$ cat src/design/seed_delta_rtc_calendar_stepper_assert.svh
// assertion macros shared by the rtl files
`ifndef SEED_DELTA_RTC_CALENDAR_STEPPER_ASSERT_SVH
`define SEED_DELTA_RTC_CALENDAR_STEPPER_ASSERT_SVH

`ifndef NO_ASSERTIONS
`define SDRTC_ASSERT(label, clk, rst, prop, msg) \
   label: assert property (@(posedge clk) disable iff (rst) prop) else $error(msg);
`define SDRTC_ASSERT_NR(label, clk, prop, msg) \
   label: assert property (@(posedge clk) prop) else $error(msg);
`else
`define SDRTC_ASSERT(label, clk, rst, prop, msg)
`define SDRTC_ASSERT_NR(label, clk, prop, msg)
`endif

`endif

$ cat src/design/sdrtc_pkg.sv
package sdrtc_pkg;

   localparam logic [31:0] STEP_UNIT = 32'd1000;

   typedef struct packed {
      logic [11:0] year;
      logic [3:0]  month;
      logic [4:0]  day;
      logic [4:0]  hour;
      logic [5:0]  minute;
      logic [5:0]  second;
   } cal_time_type;

   typedef struct packed {
      logic load;
      logic clamp;
      logic step;
      logic fwd;
   } cal_ctrl_type;

   // y / 100 through a reciprocal, exact for 12-bit years
   function automatic logic is_leap(input logic [11:0] y);
      logic [24:0] prod;
      logic [5:0]  q;
      logic [12:0] back;
      logic        div100;
      prod   = {13'd0, y} * 25'd5243;
      q      = prod[24:19];
      back   = {7'd0, q} * 13'd100;
      div100 = (back == {1'b0, y});
      return (y[1:0] == 2'b00) && (!div100 || (q[1:0] == 2'b00));
   endfunction

   function automatic logic [4:0] days_in(input logic [3:0] month, input logic leap);
      logic [4:0] d;
      case (month)
         4'd4, 4'd6, 4'd9, 4'd11: d = 5'd30;
         4'd2:                    d = leap ? 5'd29 : 5'd28;
         default:                 d = 5'd31;
      endcase
      return d;
   endfunction

endpackage

$ cat src/design/sdrtc_calendar.sv
`include "seed_delta_rtc_calendar_stepper_assert.svh"

module sdrtc_calendar (
   input  logic                  clock,
   input  logic                  reset,
   input  sdrtc_pkg::cal_ctrl_type ctrl,
   input  sdrtc_pkg::cal_time_type start,
   output sdrtc_pkg::cal_time_type now
);
   import sdrtc_pkg::*;

   cal_time_type cal_ff, cal_in;
   logic         leap_ff, leap_in;

   // leap flag is a registered copy of the year's leap test and trails the year; a year change lands on jan 1 or
   // dec 31, so the flag is settled long before february is reached
   assign leap_in = is_leap(cal_ff.year);

   always_comb begin
      logic [4:0] dim;
      logic [4:0] dim_prev;
      cal_in   = cal_ff;
      dim      = days_in(cal_ff.month, leap_ff);
      dim_prev = days_in(cal_ff.month - 4'd1, leap_ff);
      if (ctrl.load) begin
         cal_in.year   = start.year;
         cal_in.month  = (start.month == 4'd0) ? 4'd1 :
                         (start.month > 4'd12) ? 4'd12 : start.month;
         cal_in.day    = (start.day == 5'd0) ? 5'd1 : start.day;
         cal_in.hour   = (start.hour > 5'd23) ? 5'd23 : start.hour;
         cal_in.minute = (start.minute > 6'd59) ? 6'd59 : start.minute;
         cal_in.second = (start.second > 6'd59) ? 6'd59 : start.second;
      end else if (ctrl.clamp) begin
         if (cal_ff.day > dim) begin
            cal_in.day = dim;
         end
      end else if (ctrl.step && ctrl.fwd) begin
         if (cal_ff.second == 6'd59) begin
            cal_in.second = 6'd0;
            if (cal_ff.minute == 6'd59) begin
               cal_in.minute = 6'd0;
               if (cal_ff.hour == 5'd23) begin
                  cal_in.hour = 5'd0;
                  if (cal_ff.day >= dim) begin
                     cal_in.day = 5'd1;
                     if (cal_ff.month >= 4'd12) begin
                        cal_in.month = 4'd1;
                        cal_in.year  = cal_ff.year + 12'd1;
                     end else begin
                        cal_in.month = cal_ff.month + 4'd1;
                     end
                  end else begin
                     cal_in.day = cal_ff.day + 5'd1;
                  end
               end else begin
                  cal_in.hour = cal_ff.hour + 5'd1;
               end
            end else begin
               cal_in.minute = cal_ff.minute + 6'd1;
            end
         end else begin
            cal_in.second = cal_ff.second + 6'd1;
         end
      end else if (ctrl.step) begin
         if (cal_ff.second == 6'd0) begin
            cal_in.second = 6'd59;
            if (cal_ff.minute == 6'd0) begin
               cal_in.minute = 6'd59;
               if (cal_ff.hour == 5'd0) begin
                  cal_in.hour = 5'd23;
                  if (cal_ff.day <= 5'd1) begin
                     if (cal_ff.month <= 4'd1) begin
                        cal_in.month = 4'd12;
                        cal_in.day   = 5'd31;
                        cal_in.year  = cal_ff.year - 12'd1;
                     end else begin
                        cal_in.month = cal_ff.month - 4'd1;
                        cal_in.day   = dim_prev;
                     end
                  end else begin
                     cal_in.day = cal_ff.day - 5'd1;
                  end
               end else begin
                  cal_in.hour = cal_ff.hour - 5'd1;
               end
            end else begin
               cal_in.minute = cal_ff.minute - 6'd1;
            end
         end else begin
            cal_in.second = cal_ff.second - 6'd1;
         end
      end
   end

   always_ff @(posedge clock) begin
      if (reset) begin
         cal_ff  <= '0;
         leap_ff <= 1'b0;
      end else begin
         cal_ff  <= cal_in;
         leap_ff <= leap_in;
      end
   end

   assign now = cal_ff;

   `SDRTC_ASSERT(a_time_range, clock, reset, (cal_ff.hour <= 5'd23 && cal_ff.minute <= 6'd59 && cal_ff.second <= 6'd59), "calendar time field out of range")
   `SDRTC_ASSERT(a_date_on_step, clock, reset, ctrl.step |-> (cal_ff.month >= 4'd1 && cal_ff.month <= 4'd12 && cal_ff.day >= 5'd1), "calendar stepped from an invalid date")
   `SDRTC_ASSERT(a_day_clamped, clock, reset, ctrl.clamp |=> (cal_ff.day <= days_in(cal_ff.month, leap_ff)), "day not clamped to month length")

endmodule

$ cat src/design/seed_delta_rtc_calendar_stepper.sv
// the calendar steps n = |target - new| / 1000 seconds per item (up to 4294967)
// a new item is taken only once the last result is emitted; the calendar unit moves one second per cycle
// the step count is set by a subtract-1000 loop on the remaining distance
// a finished result waits in an output register while the next item is taken
// reset: synchronous, active high; clears control, calendar and elapsed counters
`include "seed_delta_rtc_calendar_stepper_assert.svh"

module seed_delta_rtc_calendar_stepper (
   input  logic        clock,
   input  logic        reset,
   input  logic        req_valid,
   output logic        req_ready,
   input  logic [31:0] req_initial_seed,
   input  logic [31:0] req_save_param,
   input  logic [31:0] req_new_save_param,
   input  logic [31:0] req_target_seed,
   input  logic [11:0] req_start_year,
   input  logic [3:0]  req_start_month,
   input  logic [4:0]  req_start_day,
   input  logic [4:0]  req_start_hour,
   input  logic [5:0]  req_start_minute,
   input  logic [5:0]  req_start_second,
   output logic        rsp_valid,
   input  logic        rsp_ready,
   output logic [31:0] rsp_base_seed,
   output logic        rsp_forward,
   output logic [5:0]  rsp_elapsed_days,
   output logic [4:0]  rsp_elapsed_hours,
   output logic [5:0]  rsp_elapsed_minutes,
   output logic [5:0]  rsp_elapsed_seconds,
   output logic [11:0] rsp_end_year,
   output logic [3:0]  rsp_end_month,
   output logic [4:0]  rsp_end_day,
   output logic [4:0]  rsp_end_hour,
   output logic [5:0]  rsp_end_minute,
   output logic [5:0]  rsp_end_second
);
   import sdrtc_pkg::*;

   typedef enum logic [4:0] {
      S_IDLE = 5'b00001,
      S_BASE = 5'b00010,
      S_NEW  = 5'b00100,
      S_DIST = 5'b01000,
      S_STEP = 5'b10000
   } state_type;

   typedef struct packed {
      logic [31:0]  base_seed;
      logic         forward;
      logic [5:0]   days;
      logic [4:0]   hours;
      logic [5:0]   minutes;
      logic [5:0]   seconds;
      cal_time_type cal;
   } rsp_type;

   state_type    state_ff, state_in;
   logic [31:0]  init_ff, save_ff, nsave_ff, target_ff;
   logic [31:0]  base_ff, base_in;
   logic [31:0]  new_ff, new_in;
   logic         fwd_ff, fwd_in;
   logic [31:0]  remaining_ff, remaining_in;
   logic [5:0]   cnt_day_ff, cnt_day_in;
   logic [4:0]   cnt_hour_ff, cnt_hour_in;
   logic [5:0]   cnt_min_ff, cnt_min_in;
   logic [5:0]   cnt_sec_ff, cnt_sec_in;
   rsp_type      rsp_ff, rsp_in;
   logic         rsp_valid_ff, rsp_valid_in;
   logic         accept;
   logic         step_ok;
   logic         emit;
   logic [32:0]  sub_unit;
   cal_ctrl_type cal_ctrl;
   cal_time_type cal_start;
   cal_time_type cal_now;

   assign req_ready = (state_ff == S_IDLE);
   assign accept    = req_valid && req_ready;

   // one compare-subtract per cycle: borrow clear means a whole 1000 is left
   assign sub_unit = {1'b0, remaining_ff} - {1'b0, STEP_UNIT};
   assign step_ok  = !sub_unit[32];
   assign emit     = (state_ff == S_STEP) && !step_ok && (!rsp_valid_ff || rsp_ready);

   assign cal_start = '{year: req_start_year, month: req_start_month, day: req_start_day,
                        hour: req_start_hour, minute: req_start_minute,
                        second: req_start_second};

   assign cal_ctrl.load  = accept;
   assign cal_ctrl.clamp = (state_ff == S_NEW);
   assign cal_ctrl.step  = (state_ff == S_STEP) && step_ok;
   assign cal_ctrl.fwd   = fwd_ff;

   sdrtc_calendar u_calendar (
      .clock (clock),
      .reset (reset),
      .ctrl  (cal_ctrl),
      .start (cal_start),
      .now   (cal_now)
   );

   always_comb begin
      state_in     = state_ff;
      base_in      = base_ff;
      new_in       = new_ff;
      fwd_in       = fwd_ff;
      remaining_in = remaining_ff;
      case (state_ff)
         S_IDLE: begin
            if (accept) begin
               state_in = S_BASE;
            end
         end
         S_BASE: begin
            base_in  = init_ff - save_ff;
            state_in = S_NEW;
         end
         S_NEW: begin
            new_in   = base_ff + nsave_ff;
            state_in = S_DIST;
         end
         S_DIST: begin
            fwd_in       = (target_ff > new_ff);
            remaining_in = (target_ff > new_ff) ? (target_ff - new_ff) : (new_ff - target_ff);
            state_in     = S_STEP;
         end
         S_STEP: begin
            if (step_ok) begin
               remaining_in = sub_unit[31:0];
            end else if (emit) begin
               state_in = S_IDLE;
            end
         end
         default: begin
            state_in = S_IDLE;
         end
      endcase
   end

   // elapsed count runs up alongside the calendar
   always_comb begin
      cnt_day_in  = cnt_day_ff;
      cnt_hour_in = cnt_hour_ff;
      cnt_min_in  = cnt_min_ff;
      cnt_sec_in  = cnt_sec_ff;
      if (accept) begin
         cnt_day_in  = '0;
         cnt_hour_in = '0;
         cnt_min_in  = '0;
         cnt_sec_in  = '0;
      end else if (cal_ctrl.step) begin
         if (cnt_sec_ff == 6'd59) begin
            cnt_sec_in = '0;
            if (cnt_min_ff == 6'd59) begin
               cnt_min_in = '0;
               if (cnt_hour_ff == 5'd23) begin
                  cnt_hour_in = '0;
                  cnt_day_in  = cnt_day_ff + 6'd1;
               end else begin
                  cnt_hour_in = cnt_hour_ff + 5'd1;
               end
            end else begin
               cnt_min_in = cnt_min_ff + 6'd1;
            end
         end else begin
            cnt_sec_in = cnt_sec_ff + 6'd1;
         end
      end
   end

   always_comb begin
      rsp_in       = rsp_ff;
      rsp_valid_in = rsp_valid_ff;
      if (rsp_valid_ff && rsp_ready) begin
         rsp_valid_in = 1'b0;
      end
      if (emit) begin
         rsp_valid_in      = 1'b1;
         rsp_in.base_seed  = base_ff;
         rsp_in.forward    = fwd_ff;
         rsp_in.days       = cnt_day_ff;
         rsp_in.hours      = cnt_hour_ff;
         rsp_in.minutes    = cnt_min_ff;
         rsp_in.seconds    = cnt_sec_ff;
         rsp_in.cal        = cal_now;
      end
   end

   always_ff @(posedge clock) begin
      if (reset) begin
         state_ff     <= S_IDLE;
         remaining_ff <= '0;
         cnt_day_ff   <= '0;
         cnt_hour_ff  <= '0;
         cnt_min_ff   <= '0;
         cnt_sec_ff   <= '0;
         rsp_valid_ff <= 1'b0;
      end else begin
         state_ff     <= state_in;
         remaining_ff <= remaining_in;
         cnt_day_ff   <= cnt_day_in;
         cnt_hour_ff  <= cnt_hour_in;
         cnt_min_ff   <= cnt_min_in;
         cnt_sec_ff   <= cnt_sec_in;
         rsp_valid_ff <= rsp_valid_in;
      end
   end

   always_ff @(posedge clock) begin
      if (accept) begin
         init_ff   <= req_initial_seed;
         save_ff   <= req_save_param;
         nsave_ff  <= req_new_save_param;
         target_ff <= req_target_seed;
      end
      base_ff <= base_in;
      new_ff  <= new_in;
      fwd_ff  <= fwd_in;
      rsp_ff  <= rsp_in;
   end

   assign rsp_valid           = rsp_valid_ff;
   assign rsp_base_seed       = rsp_ff.base_seed;
   assign rsp_forward         = rsp_ff.forward;
   assign rsp_elapsed_days    = rsp_ff.days;
   assign rsp_elapsed_hours   = rsp_ff.hours;
   assign rsp_elapsed_minutes = rsp_ff.minutes;
   assign rsp_elapsed_seconds = rsp_ff.seconds;
   assign rsp_end_year        = rsp_ff.cal.year;
   assign rsp_end_month       = rsp_ff.cal.month;
   assign rsp_end_day         = rsp_ff.cal.day;
   assign rsp_end_hour        = rsp_ff.cal.hour;
   assign rsp_end_minute      = rsp_ff.cal.minute;
   assign rsp_end_second      = rsp_ff.cal.second;

   `SDRTC_ASSERT(a_step_sub, clock, reset, (state_ff == S_STEP && step_ok) |=> (remaining_ff == $past(remaining_ff) - STEP_UNIT), "remaining distance did not drop by one unit")
   `SDRTC_ASSERT(a_accept_clear, clock, reset, accept |=> (state_ff == S_BASE && cnt_sec_ff == 6'd0 && cnt_day_ff == 6'd0), "elapsed count not cleared on a new item")
   `SDRTC_ASSERT(a_cnt_range, clock, reset, (cnt_sec_ff <= 6'd59 && cnt_min_ff <= 6'd59 && cnt_hour_ff <= 5'd23), "elapsed count field out of range")

endmodule
$ cat config.mk
export PLATFORM = sky130hd
export DESIGN_NAME = seed_delta_rtc_calendar_stepper
export DESIGN_NICKNAME = d
export VERILOG_FILES = /design/src/design/sdrtc_pkg.sv /design/src/design/sdrtc_calendar.sv /design/src/design/seed_delta_rtc_calendar_stepper.sv
export VERILOG_INCLUDE_DIRS = /design/src /design/src/design
export SDC_FILE = /design/constraint.sdc
export NUM_CORES = 1
export LEC_CHECK = 0
export BUFFER_PORTS_ARGS = -buffer_cell sky130_fd_sc_hd__buf_2
export CAP_MARGIN = 20
export CORE_ASPECT_RATIO = 0.7
export CORE_UTILIZATION = 55
export CTS_BUF_LIST = sky130_fd_sc_hd__clkbuf_8 sky130_fd_sc_hd__clkbuf_16
export DETAILED_ROUTE_END_ITERATION = 16
export GPL_TIMING_DRIVEN = 0
export PLACE_DENSITY_LB_ADDON = 0.1
export SLEW_MARGIN = 20
export SYNTH_ARGS = -nofsm -noshare
export SYNTH_HDL_FRONTEND = slang
export SYNTH_SLANG_ARGS = --single-unit
$ cat constraint.sdc
create_clock -name clock -period 10.12 [get_ports clock]
set_input_delay 0.506 -clock clock [delete_from_list [all_inputs] [get_ports clock]]
set_output_delay 0.506 -clock clock [all_outputs]
set_load 0.02 [all_outputs]
# After elaboration in Yosys (flattened, before gate mapping)
# Index checks and enable logic that the tools add are counted.
[totals]
reg_bits = 387
input_bits = 170
out_inout_bits = 96
[op_classes]
order_cmp = 10
reduce_logical = 45
addsub = 21
n_mul = 2
n_mux = 48
eq_ne = 36
[ops]
columns = ["op", "n"]
rows = [
  ["two-way mux 32 bit", 4],
  ["two-way mux 38 bit", 3],
  ["subtractor 32 bit", 3],
  ["one-hot mux 32 bit (2 select lines)", 1],
  ["two-way mux 5 bit", 12],
  ["two-way mux 26 bit", 2],
  ["two-way mux 16 bit", 3],
  ["two-way mux 6 bit", 8],
  ["two-way mux 21 bit", 2],
  ["subtractor 32 x 10 -> 33 bit (second input constant)", 1],
  ["adder 32 bit", 1],
  ["greater-than comparator 32 bit", 1],
  ["adder 6 x 1 -> 6 bit (second input constant)", 5],
  ["multiplier 12 x 13 -> 25 bit (second input constant)", 1],
  ["one-hot mux 5 bit (5 select lines)", 1],
  ["equality test 6 bit (second input constant)", 4],
  ["two-way mux 12 bit", 2],
  ["one-hot mux 5 bit (2 select lines)", 2],
  ["nonzero test 3 bit", 6],
  ["two-way mux 17 bit", 1],
  ["equality test 4 x 3 -> 1 bit (second input constant)", 4],
  ["equality test 4 bit (second input constant)", 4],
  ["nonzero test 4 bit", 4],
  ["adder 5 x 1 -> 5 bit (second input constant)", 3],
  ["other kinds (47)", 84],
]

# Logic depth before layout (Yosys ltp)
[logic_depth]
word_depth = 13
ltp_mapped = 36

# Hierarchy
# From an unflattened synthesis, not the netlist that was laid out.
[unflattened]
hier_cells = 2427
area_unflattened_um2 = 24858.8
[by_module_without_submodules]
columns = ["module", "cells_per_inst", "area_per_inst_um2", "n_inst", "seq_area_each_um2"]
rows = [
  ["seed_delta_rtc_calendar_stepper", 1558, 17789.6, 1, 9779.4],
  ["sdrtc_calendar", 869, 7069.3, 1, 780.7],
]

# Worst setup path after synthesis
# No wires, ideal clock.
[synth_timing]
path_kind = "register -> register"
startpoint = "reg u_calendar.cal_ff, in the netlist u_calendar.now[36]"
endpoint = "reg u_calendar.leap_ff"
path_slack_ns = 2.586
t_arrival_ns = 7.415
setup_time_ns = 0.119
stages_incl_launch_ff = 33
path_cell_list = "dfxtp_1 fa_1 xor2_1 ha_1 inv_1 fa_1 inv_1 fa_1 inv_1 fa_1 inv_1 ha_1 a21oi_1 nor2b_1 o21ai_0 a21oi_1 a21oi_1 nand3b_1 a31o_2 a2111oi_0 nor3_1 xnor2_1 ha_1 ha_1 ha_1 ha_1 xor2_1 o221ai_1 a2111oi_0 nand3_1 a21oi_1 o221a_2 a21oi_1"
[synth_between]
elab_chain_cells = 6
[synth_rtl]
columns = ["element", "line_no", "rtl"]
rows = [
  ["start: declaration", "sdrtc_calendar.sv:12", "cal_time_type cal_ff, cal_in;"],
  ["start signal: assignment", "sdrtc_calendar.sv:100", "cal_ff <= cal_in;"],
  ["multiplier 12 x 13 -> 25 bit", "sdrtc_pkg.sv:27", "prod = {13'd0, y} * 25'd5243;"],
  ["multiplier 6 x 5 -> 11 bit", "sdrtc_pkg.sv:29", "back = {7'd0, q} * 13'd100;"],
  ["equality test 13 x 12 -> 1 bit", "sdrtc_pkg.sv:30", "div100 = (back == {1'b0, y});"],
  ["zero test 1 bit", "sdrtc_pkg.sv:31", "return (y[1:0] == 2'b00) && (!div100 || (q[1:0] == 2'b00));"],
  ["logical OR 1 bit *", "sdrtc_pkg.sv:31", ""],
  ["logical AND 1 bit *", "sdrtc_pkg.sv:31", ""],
  ["end signal: assignment", "sdrtc_calendar.sv:101", "leap_ff <= leap_in;"],
  ["end: declaration", "sdrtc_calendar.sv:13", "logic leap_ff, leap_in;"],
]
# Every way passes the cells marked *; elsewhere a longest branch is shown, timed or not.
# A chain may end at the register's enable or synchronous reset.

# Final worst setup path
[layout_timing]
startpoint = "reg u_calendar.cal_ff, in the netlist u_calendar.now[29]"
endpoint = "reg u_calendar.leap_ff"
# The elaborated chain is that of the path after synthesis.

==> summary.txt <==
Clock tree
  – TritonCTS clock tree: built
  – CTS resizes: 0
  – CTS buffer count: 40
  – # H-tree levels: 2
  – CTS root buffer: clkbuf_16
  – Post-CTS Setup Bufs: 0
  – CTS max path bufs: 3
  – Hold_buf cts: 0
  – Worst skew pair latency: 550 ps
  – CTS Sinks: 384
  – Reg clk slew, reported paths: 70 ps

GRT
  – Remaining global-route overflow: 0
  – First-pass GRT wire length: 96400 um
  – Vias in the first global route: 18.37k
  – GRT Util Overall: 0.2692
  – Antenna violations before repair: 10
  – Largest net degree at the start of global routing: 53

Place
  – DP HPWL: 47240 um
  – Placed Cells: 3294
  – IO buf count: 265
  – GP Congestion: 0.9438

Synthesis
  – Post-synthesis mux area share: 0.01198
  – Cell variety after synth: 91
  – FF+latch count, synth: 384
  – Syn Area/Cell: 10.12 um^2
  – Area contributors post-synth: edfxtp_1 (35%), ha_1 (13%), dfxtp_1 (7.9%)
  – Sequential area share after synthesis: 0.4302
  – Synth Flop Type: edfxtp_1
  – Post-Synth XOR/XNOR Area: 0.05031
  – Synth Area in Simple Gates: 0.1141
  – Post-Syn Nets: 2906
  – Post-synthesis compound-gate area fraction: 0.1651
  – Post-synth ARST share: 0
  – Mapped Cells: 2425
  – Post-synth top area share: 0.3511
  – Largest family of logic cells by synthesized area: adder cells
  – EDFF count, synth: 287
  – Post-synth top cells: edfxtp_1 (287), inv_1 (269), ha_1 (263)
  – Synth Area in Adders: 0.1732
  – Area leader, netlist: edfxtp_1
  – Ys Warns: 0
  – Syn Std Cell Area: 0.02455 mm^2
  – Most common cell in the netlist: edfxtp_1

Floorplan
  – Total I/O pin count: 266
  – Starting Density: 0.5594
  – DIE WIDTH: 254.5 um
  – Chip height: 178.8 um
  – Core area: 0.04388 mm^2
  – Site Rows: 64
  – Die area: 0.04550 mm^2

Detailed routing
  – WL final: 61420 um
  – DRC: 0
  – Routed len/inst: 18.20 um
  – Drt first-iter violations: 1659
  – Initial DRT Pass Iterations: 5
  – Post-DR vias/cell: 5.735
  – Antenna violation net count after detailed routing: 0
  – Vias after detailed routing: 19.35k

Job
  – Max_cap viols: 0

STA
  – Final min period: 9084 ps
  – Max Slew Vio Count: 0
  – Final setup violation count: 0
  – Fmax: 110.1 MHz
  – Final Skew: 18.24 ps
  – Final hold violation count: 0
  – Slew HR: 0.2877
  – Period utilization: 0.8976
  – RSZ-0062 raised after global routing: false
  – Setup tns final: 0 ps
  – Worst-Margin Slew: 1061 ps

Worst hold path
  – Min-delay src: req_target_seed[18]
  – Hold WC Path Type: in2reg
  – Hold path depth: 1
  – Hold EP: target_ff[18]$_DFFE_PP_

Worst setup path
  – CP most frequent cell: ha_1
  – CP max-delay cell: dfxtp_1
  – Crit path arrival time: 9500 ps
  – Worst Reg-to-Reg Cells: 29
  – CP max stage delay: 700 ps
  – Setup Crit Path Kind: reg2reg
  – Critical path startpoint category: register
  – Reg2Reg Setup Slack: 1040 ps
  – Worst setup EP type: register
  – Worst EP required: 10540 ps
  – CP max FO: 9
  – Reg2reg end: u_calendar.leap_ff$_SDFF_PP0_
  – Reg-to-reg critical path startpoint: u_calendar.now[29]$_SDFFE_PP0P_

Cells and area
  – # fillers: 3634
  – Multi-input gate area: 0.01265 mm^2
  – Area Overhead vs Synth: 14.76%
  – Share of cells above drive strength 1: 0.1431
  – Nets@finish: 3223
  – Register area: 0.01056 mm^2
  – Final Non-Filler Cells: 3374

Status
  – Status: finished, final reports clean

Pwr
  – Peak VDD IR: 141.6 uV
  – P per Cell Area: 164.4 mW/mm^2
  – Leak pwr: 12.24 nW
[worst max-delay path, delay by kind of cell (launching register included)]
| kind | cells | cell delay [ps] |
|---|---|---|
| compound gates | 11 | 2740 |
| simple gates | 4 | 720 |
| flops | 1 | 700 |
| buf+inv | 2 | 190 |
| fa+ha+maj | 10 | 3970 |
| xor+xnor | 2 | 610 |
[stage by stage]
stage | setup WS [ps] | hold slack (ps) | area, um^2 | util | total power [mW]
2_1_floorplan | 2586 | 406.4 | 24550 | - | 2.788
3_3_place_gp | 702.2 | 414.9 | 26620 | 0.6066 | 3.084
3_5_place_dp | 1200 | 414.6 | 26800 | 0.6108 | 3.122
4_1_cts | 1108 | 98.21 | 28160 | 0.6416 | 4.662
5_1_grt | 513.6 | 100.2 | 28160 | 0.6417 | 4.904
6_report | 1036 | 126.3 | 28170 | 0.6420 | 4.631
[logic make-up after synthesis]
kind of cell    Yosys count
fa+ha+maj               311
simple gates            591
compound gates          623
buf+inv                 347
mux                      28
xor+xnor                141
flops                   384
[layout by cell type (no fill, tap or decap), types with 48 or more instances in the layout]
master	synthesis	final
nand2_1	165	165
a21o_1	57	57
a21oi_1	201	201
buf_2	20	285
ha_1	263	263
o21ai_0	112	112
clkbuf_1	49	48
xor2_1	55	55
edfxtp_1	287	287
nand3_1	51	51
dfxtp_1	97	97
xnor2_1	86	86
nor2_1	173	172
nor3_1	53	53
fa_1	48	48
inv_1	269	275
[sequential cells by signal (all words and copies together) (netlist names), 32 cells and up]
name / cells
save_ff: 32
init_ff: 32
nsave_ff: 32
base_ff: 32
target_ff: 32
new_ff: 32
rsp_base_seed: 32
u_calendar.now: 38
[worst max path at each step]
stage                                     from                             end  slack (ps)  cells after the start
3_5_place_dp   u_calendar.now[29]$_SDFFE_PP0P_   u_calendar.leap_ff$_SDFF_PP0_        1200                     29
2_1_floorplan  u_calendar.now[36]$_SDFFE_PP0P_   u_calendar.leap_ff$_SDFF_PP0_        2590                     32
6_report       u_calendar.now[29]$_SDFFE_PP0P_   u_calendar.leap_ff$_SDFF_PP0_        1040                     29
4_1_cts        u_calendar.now[29]$_SDFFE_PP0P_   u_calendar.leap_ff$_SDFF_PP0_        1110                     29
3_3_place_gp          state_ff[1]$_SDFFE_PP0P_  u_calendar.now[1]$_SDFFE_PP0P_         700                      8
5_1_grt        u_calendar.now[29]$_SDFFE_PP0P_   u_calendar.leap_ff$_SDFF_PP0_         510                     29
[layout make-up]
type,instances,area share
antenna,6,0.0005330
buffer,76,0.01204
clock buffer,43,0.03780
clock inverter,31,0.01022
inverter,271,0.03620
multi-input combinational,1694,0.4489
sequential,384,0.3749
tap,594,0.02638
timing repair buffer,275,0.05308
[routing by layer]
layer / routed length, um / track usage / vias up
li1: - / - / 9394
met5: 45 / 0 / -
met3: 4808 / 0.05256 / 103
met2: 26040 / 0.4002 / 702
met1: 29260 / 0.4013 / 9142
met4: 1271 / 0.06426 / 8
[report_power, final]
| group | switching, mW | leakage [nW] | internal [mW] | total (mW) |
|---|---|---|---|---|
| Clock | 0.638 | 0.691 | 0.890 | 1.53 |
| Sequential | 0.0585 | 3.46 | 1.79 | 1.84 |
| Combinational | 0.736 | 8.09 | 0.524 | 1.26 |
No activity file was read; power rests on OpenSTA's default activity.
